==> config.mk <==
export PLATFORM = sky130hd
export DESIGN_NAME = skvt_cmp
export DESIGN_NICKNAME = d
export VERILOG_FILES = /design/src/design/skvt_pkg.sv /design/src/design/skvt_cmp.sv
export SDC_FILE = /design/constraint.sdc
export NUM_CORES = 1
export LEC_CHECK = 0
export ABC_AREA = 1
export BUFFER_PORTS_ARGS = -buffer_cell sky130_fd_sc_hd__buf_2
export CAP_MARGIN = 20
export CELL_PAD_IN_SITES_DETAIL_PLACEMENT = 0
export CELL_PAD_IN_SITES_GLOBAL_PLACEMENT = 1
export CORE_MARGIN = 1.5
export CORE_UTILIZATION = 27
export DETAILED_ROUTE_END_ITERATION = 10
export PLACE_DENSITY = 0.84
export REMOVE_ABC_BUFFERS = 1
export SYNTH_ARGS = -nofsm -noshare
export SYNTH_HDL_FRONTEND = slang
export SYNTH_SLANG_ARGS = --single-unit
==> constraint.sdc <==
create_clock -name vclk -period 2
set_clock_uncertainty 0.15 [all_clocks]
set_input_delay 0.4 -clock vclk [all_inputs]
set_output_delay 0.4 -clock vclk [all_outputs]
set_load 0.1 [all_outputs]
==> src/design/skvt_pkg.sv <==
// Package for the sorted key/value table: opcodes, status codes, order modes
// and default sizes. No dependencies.
`timescale 1ns / 1ps
`default_nettype none
package skvt_pkg;
  localparam int DEF_DEPTH     = 256;
  localparam int DEF_KEY_BITS  = 32;
  localparam int DEF_DATA_BITS = 32;

  localparam logic [2:0] OP_INSERT     = 3'd0;
  localparam logic [2:0] OP_LOOKUP     = 3'd1;
  localparam logic [2:0] OP_FIND_FIRST = 3'd2;
  localparam logic [2:0] OP_FIND_NEXT  = 3'd3;
  localparam logic [2:0] OP_DEL_RANGE  = 3'd4;
  localparam logic [2:0] OP_DEL_LAST   = 3'd5;
  localparam logic [2:0] OP_REPLACE    = 3'd6;
  localparam logic [2:0] OP_CLEAR      = 3'd7;

  localparam logic [1:0] ST_OK       = 2'd0;
  localparam logic [1:0] ST_NOTFOUND = 2'd1;
  localparam logic [1:0] ST_FULL     = 2'd2;
  localparam logic [1:0] ST_BAD      = 2'd3;

  localparam logic [1:0] MODE_ASC   = 2'd0;
  localparam logic [1:0] MODE_DESC  = 2'd1;
  localparam logic [1:0] MODE_FRONT = 2'd2;
  localparam logic [1:0] MODE_BACK  = 2'd3;
endpackage
`default_nettype wire

==> src/design/skvt_cmp.sv <==
// Shared key compare unit of the sorted key/value table: gives the ordering of
// a stored key against the probe key under the current order mode. Uses skvt_pkg.
`timescale 1ns / 1ps
`default_nettype none
module skvt_cmp #(
  parameter int KEY_BITS = skvt_pkg::DEF_KEY_BITS
) (
  input  wire logic [1:0]          mode,
  input  wire logic [KEY_BITS-1:0] stored,
  input  wire logic [KEY_BITS-1:0] probe,
  output logic                     eq,
  output logic                     gt
);
  // gt means the stored key sorts after the probe key.
  always_comb begin
    eq = 1'b0;
    gt = 1'b0;
    case (mode)
      skvt_pkg::MODE_ASC: begin
        eq = (stored == probe);
        gt = (stored > probe);
      end
      skvt_pkg::MODE_DESC: begin
        eq = (stored == probe);
        gt = (stored < probe);
      end
      skvt_pkg::MODE_FRONT: gt = 1'b1;
      default: gt = 1'b0;
    endcase
  end
endmodule
`default_nettype wire

==> qor.csv, run 1 <==
metric,value,unit
Tot Pwr,438,uW
violated checks,negative setup slack,
Mapped Avg Cell Area,6.07,um2
power density of the placed cells,221,nW/um2
largest net degree at the start of global routing,5,
Mapped Area,922,um2
RD Place Congestion,0.699,
# hold bufs at CTS,0,
fin crit period,2.21,ns
core area,3310,um2
Setup WS pre-CTS,-0.324,ns
CP arrival,1.66,ns
critical path launch point,probe[17],
setup TNS,-0.320,ns
WHS,1.00,ns
"area leader, netlist",ha_1,
total grt overflow,0,
GR Util All Layers,0.139,
number of distinct library cells after synthesis,18,
Sequential Area,0,um2
die area,3770,um2
Area contributors post-synth,"ha_1 43%, inv_1 16%, nand2_1 16%",
clock buffer count in the final layout,0,
first-pass GRT wire length,4190,um
initial core utilization,0.279,
PortBufs,68,
unrepaired setup endpoints after global routing,yes,
WP buf/inv,4,
area grow syn2layout,115,%
Mapped Cells,152,
final core utilization,0.600,
Die Ht,61.4,um
WP depth,15,
DRT Pass-1 Iters,4,
Final HPWL DP,1730,um
"most common cell after layout, fill and taps aside",buf_2,
Critical Path Fanout Max,2,
Slowest cell on crit path,ha_4,
DR iter-0 viols,8,
placed cells,268,
Nets,323,
num rows,21,
"Slew Viols, Final",0,
Avg Vias per Cell,4.38,
ant diodes,0,
Post-DP Area,1370,um2
Min-Delay Path Class,in -> out,
Final Setup Violations,2,
Post-Layout Cell Count,269,
startpoint types,primary input,
outcome,finished with violations,
YS warnings,0,
Lkg Pwr,0.976,nW
DR vias,1179,
layout cells sized above 1,0.735,
Fill cells,316,
num ports,68,
max-cap viol count,0,
final worst slack,-0.209,ns
antenna violations before repair,0,
Worst Setup End Kind,output port,
"Worst Path Class, Setup",in -> out,
most frequent cells in the layout,"45 x buf_2, 26 x ha_4, 22 x buf_6, 21 x nand2_1, 20 x inv_2",
Slew @ Worst Pin,0.138,ns
Final Cell Area,1990,um2
critical-path cell list,buf_6 > inv_4 > ha_4 > nand2_2 > nand2_2 > nand2_2 > nand2_2 > nand2_1 > nand2_1 > a21oi_2 > nand3_2 > nand2_1 > inv_1 > nand2_2 > buf_12,
sequential cells,0,
max_slew headroom,0.907,
DR DRC count,0,
crit-path leading delay family,simple AND/OR/NAND/NOR gates,
vias in the first global route,1139,
Routed Antenna Nets,0,
Critical Path Sink,gt,
drt total wl,2750,um
Die X,61.4,um
sequential fraction of the synthesis area,0,
CP peak stage delay,0.20,ns
CP dominant cell by count,nand2_2,
Peak supply drop,0.0000906,V
Fin. Hold Viols,0,
Fmax,453,MHz
fin crit share,1.10,
drt wl/cell,10.2,um
post-synth top area share,0.434,
WP data required,1.45,ns
==> how the worst min path moves through the flow <==
| stage | start | slack, ns | endpoint | depth (start not counted) |
|---|---|---|---|---|
| final | mode[1] | 1.00 | eq | 3 |
| after global routing | mode[1] | 1.02 | eq | 3 |
| after CTS | mode[1] | 0.99 | eq | 3 |
| after detailed placement | mode[1] | 1.0 | eq | 3 |
| after global placement | mode[1] | 1.0 | eq | 3 |
| after floorplan | mode[1] | 0.99 | eq | 1 |
==> report_power, final <==
group          leakage (nW)  internal (mW)  switching (mW)
sequential                0              0               0
clock                     0              0               0
combinational         0.976          0.237           0.201
total                 0.976          0.237           0.201
==> Yosys cell counts (2+ instances only) <==
cell type	instances
nand2_1	40
ha_1	32
inv_1	40
nand3_1	3
a21oi_1	13
o21ai_0	2
nor2_2	4
nor2_1	8
==> tightest hold or removal path: stages <==
cell and delay [ns]:
buf_2 0.14, nor2_4 0.06, buf_12 0.15
==> logic make-up (layout without fill, tap and decap cells) <==
kind of cell,Yosys count,count (layout),share of synthesized area
buf+inv,42,113,0.171
simple gates,59,59,0.278
fa+ha+maj,32,32,0.434
compound gates,19,19,0.117
==> cell type report <==
type                            instances  area (um2)  area share
Multi-Input combinational cell        110        1230       0.620
Timing Repair Buffer                   71         528       0.266
Tap cell                               46        57.6      0.0290
Inverter                               42         170      0.0856
==> layer usage <==
metal | vias to the layer above | global-route usage | part of all wire
met3 | 4 | 0.00840 | 0.044
met5 | - | 0 | 0
met2 | 37 | 0.286 | 0.57
met1 | 523 | 0.157 | 0.38
met4 | 0 | 0.0182 | 0.011
li1 | 615 | - | -
==> timing repair <==
| action | in CTS | in global routing |
|---|---|---|
| hold endpoints to repair | 0 | 0 |
| pin swaps | 42 | 36 |
| setup buffers | 1 | 0 |
| gates resized for setup | 80 | 40 |
| endpoints found under the setup margin | 2 | 2 |
Power figures use the tool's default switching activity.
==> run 2, diff against run 1 <==
==> constraint.sdc (replaced) <==
create_clock -name vclk -period 2
set_clock_uncertainty 0.15 [all_clocks]
set_input_delay 0.2 -clock vclk [all_inputs]
set_output_delay 0.2 -clock vclk [all_outputs]
set_load 0.1 [all_outputs]
==> qor.csv, run 2 (synthesis results as in run 1) <==
metric,value,unit,change
fin crit share,0.934,,-0.170
Worst Setup End Kind,output port,,
PortBufs,68,,unchanged
Top Usage Layer GRT,met2,,
P_int,124,uW,-48%
Fin. Hold Viols,0,,unchanged
layout cells sized above 1,0.359,,-0.376
Setup WS pre-CTS,0.0923,ns,+0.416 ns
drt wl/cell,6.52,um,-36%
Lkg Pwr,0.907,nW,-7.0%
Critical Path Fanout Max,2,,unchanged
power density of the placed cells,185,nW/um2,-16%
vias in the first global route,810,,-29%
clock buffer count in the final layout,0,,unchanged
met2 Usage GRT,0.158,,-0.128
"Slew Viols, Final",0,,unchanged
DR iter-0 viols,16,,+8
most frequent cells in the layout,"66 x buf_2, 40 x inv_1, 39 x nand2_1, 32 x ha_1, 13 x a21oi_1",,
drt total wl,1730,um,-37%
max-cap viol count,0,,unchanged
fin crit period,1.87,ns,-0.340 ns
Avg Vias per Cell,3.96,,-9.7%
DR DRC count,0,,unchanged
num rows,21,,unchanged
outcome,finished clean,,
unrepaired setup endpoints after global routing,no,,
Die Ht,61.4,um,unchanged
WP data required,1.65,ns,+0.20 ns
"most common cell after layout, fill and taps aside",buf_2,,
Peak supply drop,0.0000605,V,-33%
Net Sw Power,126,uW,-37%
die area,3770,um2,unchanged
# hold bufs at CTS,0,,unchanged
sw frac,0.503,,+0.0445
num ports,68,,unchanged
startpoint types,primary input,,
Clk pwr share,0,,unchanged
met3 Usage GRT,0.00630,,-0.00210
Die X,61.4,um,unchanged
Routed Antenna Nets,0,,unchanged
Reg power frac,0,,unchanged
Comb pwr share,1.000,,about the same
first-pass GRT wire length,2880,um,-31%
WHS,0.601,ns,-0.400 ns
total grt overflow,0,,unchanged
sequential cells,0,,unchanged
DR vias,1053,,-11%
Min-Delay Path Class,in -> out,,
CP arrival,1.52,ns,-0.14 ns
Fmax,535,MHz,+18%
Slew @ Worst Pin,0.209,ns,+0.0705 ns
"Worst Path Class, Setup",in -> out,,
ant diodes,0,,unchanged
Sequential Area,0,um2,unchanged
area grow syn2layout,46.7,%,
DRT Pass-1 Iters,2,,-2
placed cells,266,,-0.75%
antenna violations before repair,0,,unchanged
Final Setup Violations,0,,-2
met1 usage,0.133,,-0.0236
largest net degree at the start of global routing,5,,unchanged
max_slew headroom,0.860,,-0.0472
core area,3310,um2,unchanged
Final HPWL DP,1700,um,-1.9%
initial core utilization,0.279,,unchanged
Post-Layout Cell Count,266,,-1.1%
Nets,320,,-0.93%
RD Place Congestion,0.648,,-7.3%
final worst slack,0.131,ns,+0.340 ns
GR Util All Layers,0.0915,,-0.0470
## run 2: cell count changes in the layout (fill, tap and decap cells not counted), sizes merged
cell  change
buf       -3
## run 2: layout make-up
cell class / instances / area (um2)
Inverter: 42 / 158
Tap cell: 46 / 57.6
Fill cell: 403 / 1960
Timing Repair Buffer: 68 / 370
Multi-Input combinational cell: 110 / 767
## run 2: worst paths after layout
check,from,slack [ns],depth (start not counted),endpoint
setup / recovery,stored[23],0.13,11,gt
hold / removal,mode[1],0.60,3,eq
## run 2: what timing repair did
item	CTS	global route
setup buffers	0	0
endpoints found under the setup margin	0	1
resized for setup	0	1
## run 2: per-stage QoR
stage / total power, mW / instance area [um2] / utilization / setup TNS [ns]
global route: 0.295 / 1350 / 0.409 / 0
floorplan: 0.154 / 922 / - / -0.632
global placement: 0.252 / 1350 / 0.408 / 0
finish: 0.250 / 1350 / 0.409 / 0
detailed placement: 0.253 / 1350 / 0.408 / 0
CTS: 0.255 / 1350 / 0.408 / 0
## run 2: power by group through the flow
stage | Sequential [mW] | Combinational, mW | Clock (mW)
global placement | 0 | 0.252 | 0
finish | 0 | 0.250 | 0
detailed placement | 0 | 0.253 | 0
global route | 0 | 0.295 | 0
CTS | 0 | 0.255 | 0
floorplan | 0 | 0.154 | 0
## run 2: worst max-delay path, stage by stage
cell and delay [ns]:
buf_2 0.10, ha_1 0.31, a21oi_1 0.15, o21a_1 0.13, nand2_1 0.05, a21oi_2 0.14, nand3_1 0.09, nand2_1 0.06
inv_1 0.04, nand2_2 0.07, buf_12 0.17
## run 2: routing by layer
metal,routed length (um),part of all wire
met5,0,0
met3,116,0.067
met4,0,0
met1,891,0.51
met2,726,0.42
==> run 3, diff against run 2 <==
--- a/config.mk
+++ b/config.mk
@@ -13,8 +13,9 @@
 export CORE_MARGIN = 1.5
 export CORE_UTILIZATION = 27
 export DETAILED_ROUTE_END_ITERATION = 10
-export PLACE_DENSITY = 0.84
+export PLACE_DENSITY = 0.81
 export REMOVE_ABC_BUFFERS = 1
+export SLEW_MARGIN = 20
 export SYNTH_ARGS = -nofsm -noshare
 export SYNTH_HDL_FRONTEND = slang
 export SYNTH_SLANG_ARGS = --single-unit
==> qor.csv, run 3 (synthesis results as in run 1) <==
metric,value,unit,change
outcome,finished clean,,
sequential cells,0,,unchanged
DR DRC count,0,,unchanged
most frequent cells in the layout,"65 x buf_2, 35 x inv_1, 35 x nand2_1, 20 x ha_1, 12 x ha_4",,
Final Setup Violations,0,,unchanged
Comb pwr share,1.000,,about the same
"Slew Viols, Final",0,,unchanged
largest net degree at the start of global routing,5,,unchanged
critical path launch point,stored[23],,
Fmax,534,MHz,-0.15%
Nets,320,,unchanged
Reg power frac,0,,unchanged
DR vias,1070,,+1.6%
Net Sw Power,152,uW,+20%
WP data required,1.65,ns,about the same
Worst Setup End Kind,output port,,
Avg Vias per Cell,4.02,,+1.6%
drt total wl,2070,um,+19%
CP arrival,1.52,ns,about the same
Fill cells,368,,-8.7%
drt wl/cell,7.77,um,+19%
Slew @ Worst Pin,0.210,ns,+0.000709 ns
layout cells sized above 1,0.482,,+0.123
vias in the first global route,818,,+0.99%
Tot Pwr,304,uW,+22%
num ports,68,,unchanged
initial core utilization,0.279,,unchanged
CP dominant cell by count,nand2_1,,
max-cap viol count,0,,unchanged
placed cells,266,,unchanged
fin crit share,0.936,,+0.00138
setup TNS,0,ns,unchanged
Post-DP Area,1350,um2,unchanged
die area,3770,um2,unchanged
area grow syn2layout,67.8,%,
final worst slack,0.129,ns,-0.00276 ns
Slowest cell on crit path,ha_1,,
RD Place Congestion,0.696,,+7.4%
critical-path cell list,buf_2 > ha_1 > a21oi_1 > o21a_1 > nand2_1 > a21oi_2 > nand3_1 > nand2_1 > inv_1 > nand2_2 > buf_12,,
Critical Path Fanout Max,2,,unchanged
Min-Delay Path Class,in -> out,,
DR iter-0 viols,24,,+8
Lkg Pwr,0.909,nW,+0.15%
Routed Antenna Nets,0,,unchanged
GR Util All Layers,0.0915,,unchanged
Final HPWL DP,1750,um,+2.6%
Final Cell Area,1550,um2,+14%
CP peak stage delay,0.31,ns,about the same
total grt overflow,0,,unchanged
PortBufs,68,,unchanged
postcts setup bufs,0,,unchanged
antenna violations before repair,0,,unchanged
hold_sp,mode[1],,
Die X,61.4,um,unchanged
max_slew headroom,0.860,,about the same
first-pass GRT wire length,2840,um,-1.5%
sw frac,0.499,,-0.00473
"most common cell after layout, fill and taps aside",buf_2,,
Die Ht,61.4,um,unchanged
Setup WS pre-CTS,0.0989,ns,+0.00664 ns
Fin. Hold Viols,0,,unchanged
power density of the placed cells,196,nW/um2,+6.3%
"Worst Path Class, Setup",in -> out,,
core area,3310,um2,unchanged
clock buffer count in the final layout,0,,unchanged
# hold bufs at CTS,0,,unchanged
fin crit period,1.87,ns,+0.00276 ns
num rows,21,,unchanged
Clk pwr share,0,,unchanged
Post-Layout Cell Count,266,,unchanged
DRT Pass-1 Iters,4,,+2
multi-input logic area,953,um2,+24%
P_int,152,uW,+23%
Sequential Area,0,um2,unchanged
ant diodes,0,,unchanged
startpoint types,primary input,,
Peak supply drop,0.0000616,V,+1.8%
[run 3: cell types whose count changed in the layout (fill, tap and decap cells not counted), moves of 4 or more]
| cell | change |
|---|---|
| nand2_2 | +4 |
| inv_1 | -5 |
| a21oi_1 | -5 |
| a21oi_2 | +5 |
| nand2_1 | -4 |
| ha_4 | +12 |
| inv_2 | +4 |
| ha_1 | -12 |
[run 3: layout make-up]
class                      count  area share
timing repair buffer          68       0.243
multi-input combinational    110       0.616
inverter                      42       0.103
tap                           46      0.0372
[run 3: what timing repair did]
| item | CTS | global route |
|---|---|---|
| endpoints found under the setup margin | 0 | 1 |
| gates resized for setup | 0 | 32 |
| endpoints found under the hold margin | 0 | 0 |
[run 3: power by group through the flow]
stage | registers [mW] | clock network, mW | logic [mW]
2_1_floorplan | 0 | 0 | 0.154
3_3_place_gp | 0 | 0 | 0.251
3_5_place_dp | 0 | 0 | 0.253
4_1_cts | 0 | 0 | 0.254
5_1_grt | 0 | 0 | 0.354
6_report | 0 | 0 | 0.304
[run 3: worst paths after layout]
kind / endpoint / slack (ns) / depth (start not counted)
worst min-delay path: eq / 0.59 / 3
worst max-delay path: gt / 0.13 / 11
[run 3: stage by stage]
stage | util | hold WS, ns
floorplan | - | 0.585
global placement | 0.408 | 0.597
detailed placement | 0.408 | 0.591
CTS | 0.408 | 0.597
global route | 0.467 | 0.612
finish | 0.467 | 0.594
[run 3: critical path, delay by kind of cell]
| family | cells | cell delay, ns |
|---|---|---|
| compound gates | 3 | 0.43 |
| simple gates | 4 | 0.26 |
| fa+ha+maj | 1 | 0.31 |
| buf+inv | 3 | 0.31 |
[run 3: layer usage]
metal | share of wire | wire length (um) | track usage | up-vias
li1 | - | - | - | 608
met4 | 0 | 0 | 0 | 0
met3 | 0.073 | 151 | 0.0147 | 0
met5 | 0 | 0 | 0 | -
met1 | 0.46 | 957 | 0.128 | 428
met2 | 0.46 | 960 | 0.158 | 34
